**src/rtl/cfg_zero_star_guidance_combine_macros.svh**
```systemverilog
// Assertion helpers used by the top-level RTL. Clock clk, synchronous active-low reset rst_n.
`ifndef CFG_ZERO_STAR_GUIDANCE_COMBINE_MACROS_SVH
`define CFG_ZERO_STAR_GUIDANCE_COMBINE_MACROS_SVH

// Same-cycle implication.
`define CFGZ_ASSERT_IMP(lbl, ante, cons) \
  lbl: assert property (@(posedge clk) disable iff (!rst_n) (ante) |-> (cons)) \
    else $error("cfgz assertion failed");

// Next-cycle implication.
`define CFGZ_ASSERT_NXT(lbl, ante, cons) \
  lbl: assert property (@(posedge clk) disable iff (!rst_n) (ante) |=> (cons)) \
    else $error("cfgz assertion failed");

`endif

```
**src/rtl/cfgz_ram.sv**
```systemverilog
`timescale 1ns / 1ps
module cfgz_ram #(
  parameter int WIDTH = 32,
  parameter int DEPTH = 64,
  parameter int AW    = (DEPTH > 1) ? $clog2(DEPTH) : 1
) (
  input  logic             clk,
  input  logic             wr_en,
  input  logic [AW-1:0]    wr_addr,
  input  logic [WIDTH-1:0] wr_data,
  input  logic [AW-1:0]    rd_addr,
  output logic [WIDTH-1:0] rd_data
);

  logic [WIDTH-1:0] mem [DEPTH];

  always_ff @(posedge clk) begin
    if (wr_en) begin
      mem[wr_addr] <= wr_data;
    end
    rd_data <= mem[rd_addr];
  end

endmodule

```
**config.mk**
```make
export PLATFORM = sky130hd
export DESIGN_NAME = cfgz_ram
export DESIGN_NICKNAME = d
export VERILOG_FILES = /design/src/rtl/cfg_zero_star_guidance_combine_macros.svh /design/src/rtl/cfgz_ram.sv
export SDC_FILE = /design/constraint.sdc
export NUM_CORES = 2
export LEC_CHECK = 0
export BUFFER_PORTS_ARGS = -buffer_cell sky130_fd_sc_hd__clkbuf_2
export CAP_MARGIN = 20
export CELL_PAD_IN_SITES_DETAIL_PLACEMENT = 0
export CELL_PAD_IN_SITES_GLOBAL_PLACEMENT = 1
export CORE_MARGIN = 2
export CORE_UTILIZATION = 56
export CTS_BUF_LIST = sky130_fd_sc_hd__clkbuf_4 sky130_fd_sc_hd__clkbuf_8 sky130_fd_sc_hd__clkbuf_16
export DETAILED_ROUTE_END_ITERATION = 6
export PLACE_DENSITY = 0.88
export SYNTH_ARGS = -nofsm -noshare
export SYNTH_HDL_FRONTEND = slang
export SYNTH_SLANG_ARGS = --single-unit
```
**constraint.sdc**
```tcl
create_clock -name clk -period 7 [get_ports clk]
set_clock_uncertainty 0.05 [all_clocks]
set_input_delay 1.75 -clock clk [delete_from_list [all_inputs] [get_ports clk]]
set_output_delay 1.75 -clock clk [all_outputs]
set_load 0.05 [all_outputs]
```
Word level (Yosys, flattened, before mapping). Memory sizes are Yosys's and may differ from the RTL's. A register that Yosys moved wholly into a read port is not among the register bits. Index checks and enable logic that the tools add are counted.

Muxes and demuxes: 2.

Operator list (number): 2-to-1 mux 1 bit (2).

Memories kept: 1. Register bits after elaboration: 0. RAM bits: 2048.

Memory list: mem (depth 64, bits a word 32, read ports 1, clocked after memory_dff 1, wr ports 1, RTL line cfgz_ram.sv:15) `logic [WIDTH-1:0] mem [DEPTH];`.

Logic depth before layout (Yosys ltp).
Depth after elaboration: 2. Gate-level depth with buffers: 10. Gate-level depth less buffers: 5.

Least setup slack after synthesis. No wires, ideal clock.

Kind: input -> register. Start: input port wr_addr[3]. End: memory mem[48][0] (enable). Stages: 4. Path slack: 2.040 ns. Data required time: 6.489 ns. Setup time: 0.461 ns. Arrival time: 4.449 ns. Path through: clkbuf_1 nor2b_1 nand4b_1 nor3_1.

RTL lines: start: declaration (RTL line cfgz_ram.sv:9) `input logic [AW-1:0] wr_addr,`; end: declaration (RTL line cfgz_ram.sv:15).

No word-level cell before the write port.

==> results.cfg <==
[status]
run_status = finished, final reports clean

[critical_path]
reg2reg_depth = 4
cp-end-kind = flop
cp-start-kind = input pin
worstSetupPathType = input pin to flop
r2r_start = mem[31][30]$_DFFE_PP_
cp_data_required_time_ns = 7.71
crit_arrival_ns = 4.93
r2r_end = rd_data[30]$_DFF_P_
regToRegSetupSlack_ns = 4.73
critPathMaxFanout = 32

[final_layout]
multiInputGateArea_um2 = 15970
areaGrowthSynthToFinish_pct = 12.88
fin_cells = 5601
drive_gt1_share_pct = 30.95
seqCellArea_um2 = 62140
fillCellCount = 8496
num-nets-final = 3605

[floorplan]
fp.dieW_um = 378.4
die_h_um = 378.4
coreArea_um2 = 139400
fp-row-count = 137
ios = 78
dieArea_um2 = 143200
initial_core_util_pct = 56.34

[clocking]
clk_pin_slew_worst_paths_ns = 0.06
post_cts_buffers = 0
insertion_delay_ns = 0.84
hold_buffers = 0
ctsResizeCount = 0
cts_buffers = 190
clock_sinks = 2080
cts.path.max_buffers = 3
cts_tree = done
htreeDepth = 4
cts_root_buffer = clkbuf_16

[place]
hpwlAfterDp_um = 111000
numPortBuffers = 77
gp_congestion = 0.8452
dp.cells = 5229

[timing]
fin_crit_sh_pct = 60.26
finalCriticalPeriod_ns = 4.218
drv_slew = 0
setup_tns_ns = 0
worstMarginPinSlew_ns = 1.119
slew_headroom_pct = 25.25
hold_viol_final = 0
fmax_ghz = 0.2371
setup_viol = 0
rsz0062_at_grt = no

[power_and_ir_drop]
p_leak_nw = 27.71
peakVddDrop_v = 0.0003331
power.total_mw = 25.63
power-per-cell-area_nw_per_um2 = 289.1

[synthesis]
syn_inst = 3324
synth.distinct_cells = 34
synth.avg_cell_area_um2 = 23.62
syn_nets = 3370
yosysSeqAreaShare_pct = 79.14
synth_area_um2 = 78520
yosysWarningCount = 0
ys_ff_latch = 2080

[grt]
gr-usage-all-layers_pct = 29.30
grt_pass1_wl_um = 292800
antenna_found_initial = 10
grt_pass1_vias = 39337
gr-total-overflow = 0
grt_max_degree = 130

[hold_path]
hold_path_end = rd_data[17]$_DFF_P_
whs_path_depth = 4
holdCritPathClass = flop to flop
worstHoldStart = mem[12][17]$_DFFE_PP_

[drt]
dr.pass1.iters = 6
drt-initial-drc-count = 6753
avgRoutedWirePerCell_um = 36.76
wl_um = 205900
vias_per_cell = 6.925
drc = 0
num_vias = 38786
postRouteAntennaNets = 0

[job]
drv_cap = 0
-- metal layers --
layer	share of wire, %	GRT usage, %
met2	48	45.99
met5	0.031	0
met3	12	5.845
met4	5.3	13.59
met1	35	40.25
-- cells in the final DEF (no fill, tap or decap), types with 12 or more instances in the layout --
cell,instances
a22oi_1,12
o221ai_1,27
mux2i_1,93
buf_12,29
buf_4,118
a21oi_1,62
clkbuf_4,42
nor2_1,75
nor2b_1,14
dfxtp_1,32
clkinv_1,42
clkbuf_16,191
clkinv_2,39
mux4_2,544
clkbuf_2,72
bufinv_16,12
nor2_4,62
nand2_1,26
o22ai_1,84
edfxtp_1,2048
-- layout make-up --
type                            count  area share [%]
Sequential cell                  2080           70.11
Multi-Input combinational cell   1062           18.02
Clock buffer                      239           5.842
Tap cell                         1876           2.648
Timing Repair Buffer              225           2.180
Clock inverter                    116           1.191
Antenna cell                        3        0.008470
-- registers in the layout (all words and copies together) (netlist names) --
signal	flops
mem	2048
rd_data	32
-- cells by family (layout without fill, tap and decap cells) --
family | after synthesis | after routing | share of synthesized area [%]
DFF | 2080 | 2080 | 79.14
muxes | 637 | 637 | 16.79
and+or+nand+nor | 223 | 223 | 1.265
AOI/OAI and AO/OA | 202 | 202 | 1.673
buffers and inverters | 182 | 580 | 1.128
other | 0 | 3 | 0
-- Yosys cell counts (all sizes together) --
cell type / n / area [um2]
edfxtp: 2048 / 61500
mux4: 544 / 12250
nor2: 137 / 514.2
buf: 108 / 608.1
mux2i: 93 / 930.9
o22ai: 84 / 525.5
clkbuf: 74 / 277.8
a21oi: 62 / 310.3
dfxtp: 32 / 640.6
o221ai: 27 / 236.5
nand2: 26 / 97.59
nor2b: 15 / 93.84
a22oi: 12 / 90.09
a311oi: 8 / 70.07
nand2b: 8 / 50.05
nor3: 7 / 35.03
nand3: 5 / 25.02
nand3b: 5 / 37.54
or3b: 5 / 43.80
a41o: 4 / 40.04
and3: 4 / 25.02
o32ai: 4 / 35.03
or2: 3 / 18.78
or3: 3 / 18.77
and2: 2 / 12.51
nand4: 2 / 12.51
a31oi: 1 / 6.260
nand4b: 1 / 8.760
-- critical path, stage by stage --
cell	delay, ns
buf_4	0.56
buf_4	0.69
nand3b_1	0.56
o221ai_1	0.24
a21oi_1	0.62
a21oi_1	0.28
nor2_1	0.17
-- where the power goes --
group / total (mW) / switching, mW / internal (mW)
Combinational: 1.39 / 0.907 / 0.481
Clock: 10.4 / 4.65 / 5.73
Sequential: 13.9 / 0.0678 / 13.8
Total: 25.6 / 5.63 / 20.0
-- worst max-delay path by stage --
stage | from | end | slack (ns) | cells after the start
after floorplan | wr_addr[3] | mem[48][0]$_DFFE_PP_ | 2.04 | 4
after global routing | rd_addr[3] | rd_data[2]$_DFF_P_ | 2.82 | 7
after detailed placement | rd_addr[3] | rd_data[2]$_DFF_P_ | 2.15 | 7
after CTS | rd_addr[3] | rd_data[2]$_DFF_P_ | 2.95 | 7
after global placement | rd_addr[1] | rd_data[30]$_DFF_P_ | 2.14 | 6
final | rd_addr[3] | rd_data[2]$_DFF_P_ | 2.78 | 7
-- stage by stage --
stage	util (%)	setup WS, ns	area, um2	hold slack, ns
final	63.60	2.782	88630	0.7204
after global routing	63.59	2.815	88620	0.7886
after CTS	63.39	2.948	88330	0.7082
after detailed placement	58.91	2.146	82100	0.6851
after global placement	58.81	2.137	81950	0.6395
after floorplan	-	2.040	78520	0.6132
Power figures use the tool's default switching activity.
