$ cat src/rtl/cfg_zero_star_guidance_combine_macros.svh
// Assertion helpers used by the top-level RTL. Clock clk, synchronous active-low reset rst_n.
`ifndef CFG_ZERO_STAR_GUIDANCE_COMBINE_MACROS_SVH
`define CFG_ZERO_STAR_GUIDANCE_COMBINE_MACROS_SVH

// Same-cycle implication.
`define CFGZ_ASSERT_IMP(lbl, ante, cons) \
  lbl: assert property (@(posedge clk) disable iff (!rst_n) (ante) |-> (cons)) \
    else $error("cfgz assertion failed");

// Next-cycle implication.
`define CFGZ_ASSERT_NXT(lbl, ante, cons) \
  lbl: assert property (@(posedge clk) disable iff (!rst_n) (ante) |=> (cons)) \
    else $error("cfgz assertion failed");

`endif

$ cat src/rtl/cfgz_pkg.sv
`timescale 1ns / 1ps
package cfgz_pkg;

  localparam int VEC_LEN_DEF    = 64;
  localparam int DATA_WIDTH_DEF = 16;

  localparam int Q_FRAC  = 12;
  localparam int ACC_W   = 48;
  localparam int MID_W   = 48;
  localparam int HALF_W  = MID_W / 2;
  localparam int SCALE_W = 24;
  localparam int MUL_W   = 33;
  localparam int PROD_W  = 2 * MUL_W;
  localparam int NUM_W   = ACC_W + Q_FRAC;
  localparam int DEN_W   = ACC_W + 1;
  localparam int TOT_W   = 65;
  localparam int RND_SH  = 24;

  localparam int RATE_W = 15;
  localparam int EPS_W  = 16;

  localparam int CFG_IDX_W  = 2;
  localparam int CFG_DATA_W = 16;

  typedef enum logic [CFG_IDX_W-1:0] {
    REG_GUIDANCE_RATE = 2'd0,
    REG_ZERO_STAR     = 2'd1,
    REG_EPS_BIAS      = 2'd2
  } cfg_reg_t;

  localparam logic [RATE_W-1:0] RATE_RST = RATE_W'(8192);
  localparam logic              ZSE_RST  = 1'b1;
  localparam logic [EPS_W-1:0]  EPS_RST  = EPS_W'(1);

  localparam logic signed [SCALE_W-1:0] SCALE_ONE = SCALE_W'(4096);
  localparam logic signed [SCALE_W-1:0] SCALE_MAX = {1'b0, {(SCALE_W-1){1'b1}}};
  localparam logic signed [SCALE_W-1:0] SCALE_MIN = {1'b1, {(SCALE_W-1){1'b0}}};

  localparam logic signed [MID_W:0] MID_MAX = {2'b00, {(MID_W-1){1'b1}}};
  localparam logic signed [MID_W:0] MID_MIN = -MID_MAX;

endpackage

$ cat src/rtl/cfgz_mul.sv
`timescale 1ns / 1ps
module cfgz_mul import cfgz_pkg::*; (
  input  logic                     clk,
  input  logic signed [MUL_W-1:0]  a,
  input  logic signed [MUL_W-1:0]  b,
  output logic signed [PROD_W-1:0] p
);

  always_ff @(posedge clk) begin
    p <= a * b;
  end

endmodule

$ cat config.mk
export PLATFORM = sky130hd
export DESIGN_NAME = cfgz_mul
export DESIGN_NICKNAME = d
export VERILOG_FILES = /design/src/rtl/cfg_zero_star_guidance_combine_macros.svh /design/src/rtl/cfgz_pkg.sv /design/src/rtl/cfgz_mul.sv
export SDC_FILE = /design/constraint.sdc
export NUM_CORES = 2
export LEC_CHECK = 0
export BUFFER_PORTS_ARGS = -buffer_cell sky130_fd_sc_hd__buf_2
export CORE_MARGIN = 1
export CORE_UTILIZATION = 59
export DETAILED_ROUTE_END_ITERATION = 6
export PLACE_DENSITY = 0.78
export REMOVE_ABC_BUFFERS = 1
export SETUP_SLACK_MARGIN = 0.2
export SLEW_MARGIN = 10
export SYNTH_ARGS = -nofsm -noshare
export SYNTH_HDL_FRONTEND = slang
export SYNTH_SLANG_ARGS = --single-unit
$ cat constraint.sdc
create_clock -name clk -period 10.35 [get_ports clk]
set_input_delay 1.035 -clock clk [delete_from_list [all_inputs] [get_ports clk]]
set_output_delay 1.035 -clock clk [all_outputs]
set_load 0.005 [all_outputs]
# --- Word level (Yosys, flattened, before mapping) ---
# Cells that the tools add are included.
word_totals:
  regBits: 66
  latch_bits: 0
  ram_bits: 0
  mem_bits_ro: 0
  in_bits: 67
  output_inout_bits: 66
  word_cells: 2
  memories: 0
op_classes:
  add_sub_neg: 0
  n_mul: 1
  div_mod_pow: 0
  order_cmp: 0
  n_eq_ne: 0
  shifts: 0
  mux: 0
  bitwise: 0
  n_reduce_logical: 0
ops:
  columns: ["cell", "n"]
  rows:
  - ["$mul A33 B33 Y66", 1]

# --- Longest topological paths before layout ---
depth:
  word_depth: 1
  depth_mapped: 27
  mapped_depth_nobuf: 26

# --- Least setup slack after synthesis ---
# OpenSTA, ideal clock, no wires.
synth_timing:
  path_kind: "input -> register"
  from: "input port a[32]"
  to: "register p[62]"
  setup_time_ns: 0.079
  arrival_time_ns: 8.192
  t_required_ns: 10.271
  setup_slack_ns: 2.079
  path_stages: 23
  n_path_buf: 2
  cell_sequence: "clkbuf_1 > nand2_1 > inv_1 > fa_1 > fa_1 > fa_1 > fa_1 > fa_1 > fa_1 > fa_1 > inv_1 > fa_1 > inv_1 > ha_1 > clkbuf_1 > and3_1 > nand3_1 > nand2b_1 > a2111oi_4 > a211oi_4 > a21o_2 > a21o_1 > a211oi_2"
synth_via:
  elab_chain_len: 1
synth_lines:
  columns: ["item", "line", "rtl"]
  rows:
  - ["start: declaration", "cfgz_mul.sv:4", "input logic signed [MUL_W-1:0] a,"]
  - ["$mul A33 B33 Y66", "cfgz_mul.sv:10", "p <= a * b;"]
  - ["end signal: assignment", "cfgz_mul.sv:10", null]
  - ["end: declaration", "cfgz_mul.sv:6", "output logic signed [PROD_W-1:0] p"]
# Every way passes these cells.

# --- Worst setup path in the final report ---
layout_timing:
  from: "input port b[6]"
  to: "register p[64]"
layout_via:
  elab_chain_len: 1
layout_lines:
  columns: ["item", "line", "rtl"]
  rows:
  - ["start: declaration", "cfgz_mul.sv:5", "input logic signed [MUL_W-1:0] b,"]
  - ["$mul A33 B33 Y66", "cfgz_mul.sv:10", null]
# Every way passes these cells.

==> impl_metrics.py <==
metrics = {
    "yosys": {
        "netlist_area_sq_mm": 0.0407,
        "synth-seq-cells": 66,
        "synthTopCellsByArea": "fa_1, inv_1, and2_1",
        "synthTopCellsByCount": "fa_1, inv_1, and2_1",
        "synthArstFlopShare": 0,
        "synth-edff-count": 0,
        "ys_seq_area_frac": 0.0324,
        "synthFlopType": "dfxtp_1",
        "yosysUniqueCellTypes": 80,
        "netlist.area_leader.share": 0.563,
        "yosysWarnings": 0,
        "postSynthCellCount": 4338,
        "synth_top_cell_by_area": "fa_1",
        "synth.most_common_cell": "fa_1",
        "syn_avg_cell_area_sq_um": 9.39,
    },
    "floorplanning": {
        "coreArea_sq_mm": 0.0678,
        "row_count": 95,
        "dieWidth_um": 265,
        "die_h_um": 265,
        "start_util": 0.601,
        "dieArea_sq_mm": 0.0701,
        "ios": 133,
    },
    "finish": {
        "areaGrowthSynthToFinish_pct": 3.07,
        "fillers": 5555,
        "reg_top3": "p: 66 flops",
        "multiInputGateArea_sq_mm": 0.0343,
        "top_register": "p",
        "layout-drive-gt1-share": 0.0445,
        "fin_nets": 5696,
        "register_area_sq_mm": 0.00132,
        "largest_reg_flops": 66,
    },
    "clock_network": {
        "cts_tree": "yes",
        "clkTransAtPathRegs_ns": 0.06,
        "cts_root_buf": "clkbuf_16",
        "numCtsBuffers": 9,
        "cts_setup_buffers": 0,
        "cts.sinks": 66,
        "h-tree-depth": 3,
        "ctsHoldBuffers": 0,
        "cts_resized": 0,
        "cts_max_path_buffers": 2,
    },
    "sta": {
        "tightest_slew_ns": 1.14,
        "rsz0062_at_grt": "false",
        "max_clock_freq_mhz": 113,
        "hold_violations": 0,
        "totalNegativeSetupSlack_ns": 0,
        "setup_viol": 0,
        "period_needed_ns": 8.83,
        "min_period_over_period": 0.853,
        "slew_headroom": 0.234,
        "maxSlewViolCount": 0,
    },
    "global_routing": {
        "grt_pass1_wl_mm": 168,
        "grt_max_degree": 34,
        "grt_pass1_vias": 32000,
        "antenna_found_initial": 4,
        "grt-ovfl-total": 0,
        "grtUsageTotal": 0.313,
    },
    "setup_path": {
        "crit_start": "b[6]",
        "critical_path.max_fanout": 33,
        "crit_path_top_delay_cell": "fa_1",
        "worstPathRequired_ns": 10.63,
        "start_kind": "primary input",
        "path_common_cell": "fa_1",
        "path_cells": "buf_2, nand2_1, inv_1, fa_1, fa_1, inv_1, fa_1, inv_1, fa_1, fa_1, fa_1, fa_1, inv_1, fa_1, inv_1, ha_1, nand4_1, nor3_1, o311ai_4, nand3_2, a211oi_1, a311oi_1",
        "worstSetupPathType": "primary input to flip-flop",
        "critPathMaxStageDelay_ns": 1.15,
        "cp-end-kind": "flip-flop",
        "cp.arrival_ns": 9.10,
    },
    "routing": {
        "drt-wirelength-per-cell_um": 20.0,
        "drt_first_pass_iters": 6,
        "drtIter0Drc": 1886,
        "final_antenna_net_count": 0,
        "drcViolationCount": 0,
        "dr_total_vias": 28900,
        "wirelength_mm": 103,
        "viasPerCell": 5.60,
    },
    "placement": {
        "port_buffers": 132,
        "hpwl_mm": 84.3,
        "gp_congestion": 0.964,
    },
    "outcome": {
        "status": "finished, final reports clean",
    },
    "worst_hold_path": {
        "min_path_type": "primary input to flip-flop",
        "min_from": "b[0]",
    },
    "flow_run": {
        "maxCapViolCount": 0,
    },
}
## area by class of cell
| cell class | count | area share |
|---|---|---|
| Sequential cell | 66 | 0.0315 |
| Antenna cell | 4 | 0.000238 |
| Tap cell | 873 | 0.0260 |
| Timing Repair Buffer | 139 | 0.0170 |
| Multi-Input combinational cell | 2920 | 0.817 |
| Inverter | 1131 | 0.101 |
| Clock buffer | 11 | 0.00554 |
| Clock inverter | 5 | 0.00131 |
## final timing paths
check / to / depth (start not counted)
max: p[64] / 22
min: p[0] / 2
## cell usage in the layout (no fill, tap or decap), types with 7 or more instances in the layout
cell       synthesis  routed
a21o_1            36      36
xor2_1            25      25
xnor2_1           43      43
nor3_1             7       7
ha_1             217     217
and2_1           562     562
a21oi_1           57      57
nand3_1           25      25
o21ai_0           25      25
nand2_1          551     551
a31oi_1            8       8
fa_1            1145    1145
a211oi_1           7       7
buf_4              0       7
inv_1           1131    1131
nor2_1            68      68
nand2b_1          12      12
nand4_1           11      11
o21bai_1          11      11
dfxtp_1           66      66
buf_2             11     132
clkbuf_16          0       9
## routing by layer
layer  routed length, um  global-route usage
met3                8720              0.0601
met4                3970               0.111
met2               51700               0.539
met1               38400               0.394
met5                   0                   0
## cell families (layout without fill, tap and decap cells)
kind of cell / Yosys count / after routing / share of synthesized area
compound gates: 219 / 219 / 0.0407
xor+xnor: 68 / 68 / 0.0146
fa+ha+maj: 1362 / 1362 / 0.629
buf+inv: 1352 / 1286 / 0.125
flops: 66 / 66 / 0.0324
other cells: 0 / 4 / 0
simple gates: 1271 / 1271 / 0.158
## worst max-delay path: cells and delay by family
family	cells	cell delay, ns
buffers and inverters	6	1.08
AO/OA/AOI/OAI	3	0.63
AND/OR/NAND/NOR	4	1.16
adder cells (fa/ha/maj)	9	5.15
## stage by stage
stage,area (sq um),instances,utilization,hold slack [ns],worst slack (ns)
global route,42000,5145,0.620,1.23,1.13
detailed placement,41700,5129,0.615,1.41,1.23
global placement,41700,5129,0.615,1.41,1.35
CTS,42000,5145,0.620,1.22,1.59
finish,42000,5149,0.620,1.23,1.52
floorplan,39900,4117,-,1.16,2.43
Power is left out: the tool's default activity adds up to more than one toggle a clock period on the data nets, which glitch-free logic cannot reach.
